<file path="src/a2ab_pkg.sv">
// shared types and constants for the length-prefix to start-code converter
// no dependencies; imported by every module of the block
`default_nettype none

package a2ab_pkg;

  // fixed field widths
  localparam int BYTE_W   = 8;
  localparam int PREFIX_W = 3;
  localparam int BYTES_W  = 32;
  localparam int LEN_W    = 32;

  // prefix size limits and reset value
  localparam logic [PREFIX_W-1:0] PREFIX_MIN   = 3'd1;
  localparam logic [PREFIX_W-1:0] PREFIX_MAX   = 3'd4;
  localparam logic [PREFIX_W-1:0] PREFIX_RESET = 3'd4;

  // start code bytes
  localparam logic [BYTE_W-1:0] START_ZERO = 8'h00;
  localparam logic [BYTE_W-1:0] START_ONE  = 8'h01;

  // start code length and the phase of its final byte
  localparam int START_LEN = 4;
  localparam int PHASE_W   = $clog2(START_LEN);
  localparam logic [PHASE_W-1:0] PHASE_LAST = PHASE_W'(START_LEN - 1);

  // command queue depth
  localparam int QUEUE_DEPTH = 4;
  localparam int QPTR_W      = $clog2(QUEUE_DEPTH);
  localparam int QCNT_W      = $clog2(QUEUE_DEPTH + 1);

  // what the back end has to emit for one accepted byte
  typedef enum logic [1:0] {
    CMD_BYTE  = 2'd0,
    CMD_START = 2'd1,
    CMD_EMPTY = 2'd2
  } cmd_kind_t;

  typedef struct packed {
    cmd_kind_t          kind;
    logic [BYTE_W-1:0]  data;
    logic               done;
    logic               err;
    logic [BYTES_W-1:0] count;
  } cmd_t;

endpackage

`default_nettype wire

</file>
<file path="src/avcc_sample_to_annexb_core.sv">
// top level: converts length-prefixed h.264 samples into start-code streams
// depends on a2ab_pkg, a2ab_front, a2ab_queue and a2ab_back
//
// usage
//   input channel: data_byte and sample_end under in_valid / in_stall; one
//   transfer per sample byte, sample_end on the final byte of the sample.
//   output channel: out_byte, byte_valid, run_last, sample_done,
//   overrun_error and bytes_written under out_valid / out_stall.
//   cfg_write loads cfg_data into the prefix size (reset 4); write it only
//   while the block is idle.
// data flow
//   a byte passes through the command queue and then the output register;
//   while out_stall is low, payload passes at one byte per cycle, the
//   length byte that completes a prefix yields four start code bytes as four
//   output transfers, and the output register issues one result per cycle.
// reset and stalls
//   rst (synchronous) clears the parser, the four-entry command queue and the
//   output valid flag; the prefix size returns to 4.
//   while out_stall is high the output holds; the queue keeps taking input
//   until it is full, then in_stall rises.
`default_nettype none

module avcc_sample_to_annexb_core
  import a2ab_pkg::*;
#(
  parameter int COUNT_BITS = 32
) (
  input  wire logic                clk,
  input  wire logic                rst,
  input  wire logic                cfg_write,
  input  wire logic [PREFIX_W-1:0] cfg_data,
  input  wire logic                in_valid,
  output logic                     in_stall,
  input  wire logic [BYTE_W-1:0]   data_byte,
  input  wire logic                sample_end,
  output logic                     out_valid,
  input  wire logic                out_stall,
  output logic [BYTE_W-1:0]        out_byte,
  output logic                     byte_valid,
  output logic                     run_last,
  output logic                     sample_done,
  output logic                     overrun_error,
  output logic [BYTES_W-1:0]       bytes_written
);

  logic accept;
  logic push;
  logic pop;
  logic full;
  logic head_valid;
  cmd_t push_cmd;
  cmd_t head;

  // input transfer when the queue has room
  assign in_stall = full;
  assign accept   = in_valid && !full;

  a2ab_front #(
    .COUNT_BITS (COUNT_BITS)
  ) u_front (
    .clk        (clk),
    .rst        (rst),
    .cfg_write  (cfg_write),
    .cfg_data   (cfg_data),
    .accept     (accept),
    .data_byte  (data_byte),
    .sample_end (sample_end),
    .push       (push),
    .cmd        (push_cmd)
  );

  a2ab_queue u_queue (
    .clk        (clk),
    .rst        (rst),
    .push       (push),
    .push_cmd   (push_cmd),
    .pop        (pop),
    .full       (full),
    .head_valid (head_valid),
    .head       (head)
  );

  a2ab_back u_back (
    .clk           (clk),
    .rst           (rst),
    .head_valid    (head_valid),
    .head          (head),
    .pop           (pop),
    .out_valid     (out_valid),
    .out_stall     (out_stall),
    .out_byte      (out_byte),
    .byte_valid    (byte_valid),
    .run_last      (run_last),
    .sample_done   (sample_done),
    .overrun_error (overrun_error),
    .bytes_written (bytes_written)
  );

endmodule

`default_nettype wire

</file>
<file path="src/a2ab_front.sv">
// front end: prefix parsing, payload tracking and byte counting per transfer
// depends on a2ab_pkg; produces one command per transfer that has a result
`default_nettype none

module a2ab_front
  import a2ab_pkg::*;
#(
  parameter int COUNT_BITS = 32
) (
  input  wire logic                clk,
  input  wire logic                rst,
  input  wire logic                cfg_write,
  input  wire logic [PREFIX_W-1:0] cfg_data,
  input  wire logic                accept,
  input  wire logic [BYTE_W-1:0]   data_byte,
  input  wire logic                sample_end,
  output logic                     push,
  output cmd_t                     cmd
);

  logic [PREFIX_W-1:0]   prefix_bytes;
  logic                  in_payload, in_payload_next;
  logic [PREFIX_W-1:0]   prefix_count, prefix_count_next;
  logic [LEN_W-1:0]      remaining, remaining_next;
  logic [COUNT_BITS-1:0] written_total, written_total_next;

  logic [PREFIX_W-1:0]   size;
  logic [PREFIX_W-1:0]   pc_inc;
  logic [LEN_W-1:0]      rem_dec, rem_shift;
  logic [COUNT_BITS:0]   sum_one, sum_four;
  logic [COUNT_BITS-1:0] total_one, total_four;

  // configuration register
  always_ff @(posedge clk) begin
    if (rst) begin
      prefix_bytes <= PREFIX_RESET;
    end else if (cfg_write) begin
      prefix_bytes <= cfg_data;
    end
  end

  // out-of-range sizes fold onto the nearest legal one
  always_comb begin
    case (prefix_bytes) inside
      3'd0:          size = PREFIX_MIN;
      [3'd5:3'd7]:   size = PREFIX_MAX;
      default:       size = prefix_bytes;
    endcase
  end

  // candidate values
  assign pc_inc    = prefix_count + PREFIX_W'(1);
  assign rem_dec   = remaining - LEN_W'(1);
  assign rem_shift = {remaining[LEN_W-BYTE_W-1:0], data_byte};
  assign sum_one   = {1'b0, written_total} + (COUNT_BITS+1)'(1);
  assign sum_four  = {1'b0, written_total} + (COUNT_BITS+1)'(START_LEN);
  assign total_one  = sum_one[COUNT_BITS]  ? '1 : sum_one[COUNT_BITS-1:0];
  assign total_four = sum_four[COUNT_BITS] ? '1 : sum_four[COUNT_BITS-1:0];

  // classify the byte and work out the next state
  always_comb begin
    in_payload_next    = in_payload;
    prefix_count_next  = prefix_count;
    remaining_next     = remaining;
    written_total_next = written_total;
    push       = 1'b0;
    cmd.kind   = CMD_BYTE;
    cmd.data   = data_byte;
    cmd.done   = 1'b0;
    cmd.err    = 1'b0;
    cmd.count  = '0;
    if (accept) begin
      if (in_payload) begin
        push     = 1'b1;
        cmd.kind = CMD_BYTE;
        if (sample_end) begin
          cmd.done  = 1'b1;
          cmd.err   = (rem_dec != '0);
          cmd.count = BYTES_W'(total_one);
          in_payload_next    = 1'b0;
          prefix_count_next  = '0;
          remaining_next     = '0;
          written_total_next = '0;
        end else begin
          remaining_next     = rem_dec;
          written_total_next = total_one;
          if (rem_dec == '0) begin
            in_payload_next = 1'b0;
          end
        end
      end else if (pc_inc >= size) begin
        push              = 1'b1;
        prefix_count_next = '0;
        if (sample_end && rem_shift != '0) begin
          // length complete on the final byte: nal cannot follow
          cmd.kind  = CMD_EMPTY;
          cmd.data  = '0;
          cmd.done  = 1'b1;
          cmd.err   = 1'b1;
          cmd.count = BYTES_W'(written_total);
          in_payload_next    = 1'b0;
          remaining_next     = '0;
          written_total_next = '0;
        end else begin
          cmd.kind = CMD_START;
          cmd.data = '0;
          if (sample_end) begin
            cmd.done  = 1'b1;
            cmd.count = BYTES_W'(total_four);
            in_payload_next    = 1'b0;
            remaining_next     = '0;
            written_total_next = '0;
          end else begin
            remaining_next     = rem_shift;
            written_total_next = total_four;
            in_payload_next    = (rem_shift != '0);
          end
        end
      end else if (sample_end) begin
        // trailing partial prefix is dropped
        push      = 1'b1;
        cmd.kind  = CMD_EMPTY;
        cmd.data  = '0;
        cmd.done  = 1'b1;
        cmd.count = BYTES_W'(written_total);
        in_payload_next    = 1'b0;
        prefix_count_next  = '0;
        remaining_next     = '0;
        written_total_next = '0;
      end else begin
        remaining_next    = rem_shift;
        prefix_count_next = pc_inc;
      end
    end
  end

  // parser state
  always_ff @(posedge clk) begin
    if (rst) begin
      in_payload    <= 1'b0;
      prefix_count  <= '0;
      remaining     <= '0;
      written_total <= '0;
    end else begin
      in_payload    <= in_payload_next;
      prefix_count  <= prefix_count_next;
      remaining     <= remaining_next;
      written_total <= written_total_next;
    end
  end

endmodule

`default_nettype wire

</file>
<file path="src/a2ab_queue.sv">
// short command queue between the front end and the back end
// depends on a2ab_pkg for the command type and depth
`default_nettype none

module a2ab_queue
  import a2ab_pkg::*;
(
  input  wire logic clk,
  input  wire logic rst,
  input  wire logic push,
  input  wire cmd_t push_cmd,
  input  wire logic pop,
  output logic      full,
  output logic      head_valid,
  output cmd_t      head
);

  cmd_t              slots [QUEUE_DEPTH];
  logic [QPTR_W-1:0] wr_ptr;
  logic [QPTR_W-1:0] rd_ptr;
  logic [QCNT_W-1:0] count;

  assign full       = (count == QCNT_W'(QUEUE_DEPTH));
  assign head_valid = (count != '0);
  assign head       = slots[rd_ptr];

  // storage
  always_ff @(posedge clk) begin
    if (push) begin
      slots[wr_ptr] <= push_cmd;
    end
  end

  // pointers and fill level
  always_ff @(posedge clk) begin
    if (rst) begin
      wr_ptr <= '0;
      rd_ptr <= '0;
      count  <= '0;
    end else begin
      if (push) begin
        wr_ptr <= wr_ptr + QPTR_W'(1);
      end
      if (pop) begin
        rd_ptr <= rd_ptr + QPTR_W'(1);
      end
      case ({push, pop})
        2'b10:   count <= count + QCNT_W'(1);
        2'b01:   count <= count - QCNT_W'(1);
        default: count <= count;
      endcase
    end
  end

endmodule

`default_nettype wire

</file>
<file path="src/a2ab_back.sv">
// back end: expands commands into output bytes through an output register
// depends on a2ab_pkg; start codes take four output transfers
`default_nettype none

module a2ab_back
  import a2ab_pkg::*;
(
  input  wire logic         clk,
  input  wire logic         rst,
  input  wire logic         head_valid,
  input  wire cmd_t         head,
  output logic              pop,
  output logic              out_valid,
  input  wire logic         out_stall,
  output logic [BYTE_W-1:0] out_byte,
  output logic              byte_valid,
  output logic              run_last,
  output logic              sample_done,
  output logic              overrun_error,
  output logic [BYTES_W-1:0] bytes_written
);

  logic [PHASE_W-1:0] phase;
  logic               load;
  logic               final_phase;

  // a start code needs four output transfers, everything else one
  assign final_phase = (head.kind != CMD_START) || (phase == PHASE_LAST);
  assign load        = head_valid && (!out_valid || !out_stall);
  assign pop         = load && final_phase;

  // start code beat counter
  always_ff @(posedge clk) begin
    if (rst) begin
      phase <= '0;
    end else if (load) begin
      phase <= final_phase ? '0 : phase + PHASE_W'(1);
    end
  end

  // output valid
  always_ff @(posedge clk) begin
    if (rst) begin
      out_valid <= 1'b0;
    end else if (load) begin
      out_valid <= 1'b1;
    end else if (!out_stall) begin
      out_valid <= 1'b0;
    end
  end

  // output payload
  always_ff @(posedge clk) begin
    if (load) begin
      run_last      <= final_phase;
      sample_done   <= head.done && final_phase;
      overrun_error <= head.err && final_phase;
      bytes_written <= final_phase ? head.count : '0;
      case (head.kind)
        CMD_BYTE: begin
          out_byte   <= head.data;
          byte_valid <= 1'b1;
        end
        CMD_START: begin
          out_byte   <= (phase == PHASE_LAST) ? START_ONE : START_ZERO;
          byte_valid <= 1'b1;
        end
        default: begin
          out_byte   <= '0;
          byte_valid <= 1'b0;
        end
      endcase
    end
  end

  // only start code bytes can be followed by more results of the same transfer
  a_nonlast_is_byte: assert property (@(posedge clk) disable iff (rst)
    out_valid && !run_last |-> byte_valid && !sample_done)
    else $error("non-final result without a byte");

  a_done_is_last: assert property (@(posedge clk) disable iff (rst)
    out_valid && sample_done |-> run_last)
    else $error("sample closed before the last result");

  a_err_needs_done: assert property (@(posedge clk) disable iff (rst)
    out_valid && overrun_error |-> sample_done)
    else $error("overrun flagged on a result that does not close the sample");

  a_count_only_on_done: assert property (@(posedge clk) disable iff (rst)
    out_valid && !sample_done |-> bytes_written == '0)
    else $error("byte count shown before the sample closes");

endmodule

`default_nettype wire

</file>
<file path="config.mk">
export PLATFORM = sky130hd
export DESIGN_NAME = avcc_sample_to_annexb_core
export DESIGN_NICKNAME = d
export VERILOG_FILES = /design/src/a2ab_pkg.sv /design/src/avcc_sample_to_annexb_core.sv /design/src/a2ab_front.sv /design/src/a2ab_queue.sv /design/src/a2ab_back.sv
export SDC_FILE = /design/constraint.sdc
export NUM_CORES = 1
export LEC_CHECK = 0
export BUFFER_PORTS_ARGS = -buffer_cell sky130_fd_sc_hd__buf_2
export CAP_MARGIN = 20
export CORE_MARGIN = 2
export CORE_UTILIZATION = 60
export CTS_CLUSTER_DIAMETER = 100
export DETAILED_ROUTE_END_ITERATION = 6
export PLACE_DENSITY = 0.81
export SETUP_SLACK_MARGIN = 0.15
export SYNTH_ARGS = -nofsm -noshare
export SYNTH_HDL_FRONTEND = slang
export SYNTH_SLANG_ARGS = --single-unit
</file>
<file path="constraint.sdc">
create_clock -name clk -period 4.7 [get_ports clk]
set_input_delay 0.94 -clock clk [delete_from_list [all_inputs] [get_ports clk]]
set_output_delay 0.94 -clock clk [all_outputs]
set_load 0.01 [all_outputs]
</file>
==> flow_summary.yaml <==
clocking:
  clock-sinks: 303
  clock_latency_ps: 560
  cts.path.max_buffers: 3
  cts_made_buffers: 31
  cts_root_buf: "clkbuf_16"
  cts.clk_slew.worst_paths_ps: 70
  tritoncts: "built"
  post_cts_hold_buffer_count: 0
  cts_htree_levels: 1
  post_cts_resize_count: 0
  post_cts.repair.setup_buffers: 0
grt:
  antenna_found_initial: 0
  grt.overflow.total: 0
  track_usage_pct: 29.84
  grt_start_max_net_pins: 62
  grt_pass1_vias: 11010
  grt_first_pass_wirelength_mm: 61.44
critical_path:
  worst_path_largest_cell_delay_ps: 1020
  reg2reg_to: "u_queue.slots[0][30]"
  crit_path_start: "u_front.remaining[4]"
  worst-endpoint-arrival_ps: 4170
  r2r_slack_ps: 810
  critPathRequiredTime_ps: 4980
  worstSetupEndpoint: "u_queue.slots[0][30]"
  timing_worst_setup_path_type: "reg2reg"
  slowest_stage: "nor4_1"
  reg2regPathDepth: 6
  path_buf_inv: 0
  worstPathCellList: "nor4_4 > nand3_1 > nor4_1 > nand2_1 > o311a_1 > a2111oi_2"
  worst_path_top_cell_family_by_delay: "simple AND/OR/NAND/NOR gates"
  timing.critical_path.from_type: "flop"
  critical_path.reg2reg.startpoint: "u_front.remaining[4]"
  critical_path.max_fanout: 11
  cell_depth_of_the_worst_setup_path: 6
  crit_path_end_kind: "flop"
floorplanning:
  start_util_pct: 61.41
  placeableCoreArea_sq_um: 24460
  pin_count: 63
  placementRows: 57
  die_h_um: 162.2
  die_area_sq_um: 26320
  dieWidth_um: 162.2
timing:
  final-setup-viol-count: 0
  post-route-min-period_ps: 3892
  final.setup.worst_slack_ps: 808.5
  achievable-frequency_mhz: 257.0
  rsz0062_at_grt: "no"
  max_slew.worst_pin.slew_ps: 1196
  finalHoldViolCount: 0
  slew_headroom_pct: 19.56
  final_clock_period_utilization_by_the_worst_path_pct: 82.80
  clock_skew_ps: 14.67
  final.setup.tns_ps: 0
  maxSlewViolCount: 0
synthesis:
  post_synth_instance_area_sq_um: 15020
  unique_cell_type_count_in_the_yosys_netlist: 81
  netlist_top_cells_count: "edfxtp_1 (220), a21oi_1 (105), nor2_1 (101)"
  yosys_most_used_dff: "edfxtp_1"
  yosys_warnings: 0
  synth_top_cells_by_area: "edfxtp_1 (44%), dfxtp_1 (11%), mux4_2 (6.6%), a21oi_1 (3.5%), o21ai_0 (3.1%)"
  sequential_fraction_of_the_synthesis_area_pct: 55.03
  yosys.cell_count.top_type: "edfxtp_1"
  synth_edf_count: 220
  async_reset_ff_share_pct: 0
  gate_count_of_the_mapped_netlist: 1337
  synth_fp_nets: 1370
  synth.ff_latch_count: 303
  synthDominantAreaCellType: "edfxtp_1"
  synth.avg_cell_area_sq_um: 11.24
  synth_top_cell_area_share_pct: 43.97
power:
  power_per_cell_area_nw_per_um2: 494.1
  cellInternalPower_w: 0.005802
  switching_share_pct: 29.66
  power.leakage_nw: 5.584
  peakVddDrop_v: 0.0004826
  combinationalPowerShare_pct: 23.7
  power_w: 0.008249
  p_clk_share_pct: 33.0
  reported_net_switching_power_w: 0.002447
  seqPwrFrac_pct: 43.3
detailed_routing:
  detail_route.wl_per_cell_um: 23.15
  drt_drc_violations_left: 0
  finalWirelength_mm: 39.52
  routed-via-count: 11700
  first_iter_violations: 1665
  via_per_inst: 6.854
  firstDrtPassIters: 6
  ant_nets: 0
place:
  place_inst: 1651
  place_worst_setup_slack_ps: 827.9
  hpwl_mm: 24.50
  io_buffers: 62
  gp_routability_congestion: 0.9593
  detailed_place.area_sq_um: 15560
layout:
  antenna_cells: 0
  final_layout_size_suffix_gt1_share_pct: 16.56
  fin_cells: 1707
  design.final.nets: 1393
  flow.area_growth_from_synthesis_pct: 11.13
  postLayoutCellArea_sq_um: 16690
outcome:
  run_status: "complete, no violations"
min_path:
  worstHoldPathType: "reg2reg"
job:
  cap_violations: 0
[cell families after synthesis]
group                      after synthesis  share of synthesized area [%]
AOI/OAI and AO/OA                      336                          13.93
adders and majority gates               16                          1.383
muxes                                   56                          7.404
xor gates and xnor gates                28                          1.632
buffers and inverters                  133                          4.223
DFF                                    303                          55.03
and+or+nand+nor                        465                          16.40
[how the worst min path moves through the flow]
stage / depth (start not counted) / slack, ps / from / endpoint
4_1_cts: 2 / 500 / u_back.phase[0] / u_back.phase[0]
3_5_place_dp: 2 / 480 / u_back.phase[1] / u_back.phase[1]
5_1_grt: 2 / 510 / u_back.phase[1] / u_back.phase[1]
6_report: 2 / 490 / u_back.out_valid / u_back.out_valid
3_3_place_gp: 2 / 440 / u_back.phase[1] / u_back.phase[1]
2_1_floorplan: 2 / 440 / u_back.phase[1] / u_back.phase[1]
[layer usage]
| layer | up-vias | track usage [%] | share of wire (%) |
|---|---|---|---|
| li1 | 5172 | - | - |
| met1 | 5573 | 41.25 | 38 |
| met2 | 801 | 47.66 | 47 |
| met3 | 154 | 5.516 | 11 |
| met4 | 0 | 11.10 | 3.8 |
| met5 | - | 0 | 0 |
[per-stage QoR]
| step | utilization [%] | hold slack, ps |
|---|---|---|
| after floorplan | - | 435.6 |
| after global placement | 63.57 | 442.5 |
| after detailed placement | 63.61 | 484.6 |
| after CTS | 68.25 | 498.8 |
| after global routing | 68.25 | 508.8 |
| final | 68.25 | 492.8 |
[cell usage in the layout (no fill, tap or decap), types with 6 or more instances in the layout]
| master | instances |
|---|---|
| a211oi_1 | 17 |
| a21oi_1 | 104 |
| a311oi_1 | 12 |
| a31o_2 | 6 |
| a31oi_1 | 16 |
| and3_1 | 8 |
| and4_1 | 6 |
| buf_2 | 62 |
| buf_4 | 33 |
| bufinv_16 | 8 |
| clkbuf_16 | 31 |
| dfxtp_1 | 80 |
| edfxtp_1 | 220 |
| ha_1 | 15 |
| inv_1 | 20 |
| mux2i_1 | 11 |
| mux4_2 | 44 |
| nand2_1 | 93 |
| nand3_1 | 39 |
| nand4_1 | 16 |
| nor2_1 | 101 |
| nor2b_1 | 63 |
| nor3_1 | 44 |
| nor3b_1 | 7 |
| nor4_1 | 29 |
| o211ai_1 | 7 |
| o21ai_0 | 92 |
| o22ai_1 | 13 |
| o31ai_1 | 12 |
| o32ai_1 | 10 |
| or3_1 | 13 |
| or4_1 | 9 |
| xnor2_1 | 10 |
| xor2_1 | 18 |
[worst register-to-register path, stage by stage (launching register included)]
cell and delay (ps):
dfxtp_1 440, nor4_4 610, nand3_1 270, nor4_1 1020, nand2_1 280, o311a_1 430
a2111oi_2 560
[layout make-up]
cell class,count,area [sq um]
Clock inverter,18,311.5
Inverter,23,86.33
Tap cell,324,405.4
Clock buffer,38,822.0
Multi-Input combinational cell,901,6148
Timing Repair Buffer,100,649.4
Fill cell,1738,7767
Sequential cell,303,8272
[registers in the layout, summed over array words and instances, names as in the netlist, 3 cells and up, named ones only]
signal,count
u_front.written_total,32
u_front.prefix_bytes,3
u_queue.count,3
u_front.remaining,32
u_front.prefix_count,3
u_back.bytes_written,32
u_queue.slots,176
u_back.out_byte,8
[power by group through the flow]
stage	registers (W)	clock network [W]	logic (W)
final	0.00357	0.00272	0.00195
after global routing	0.00361	0.00284	0.00211
after CTS	0.00358	0.00275	0.00196
after detailed placement	0.00362	0	0.00193
after global placement	0.00360	0	0.00186
after floorplan	0.00366	0	0.00123
No activity file was read; power rests on OpenSTA's default activity.
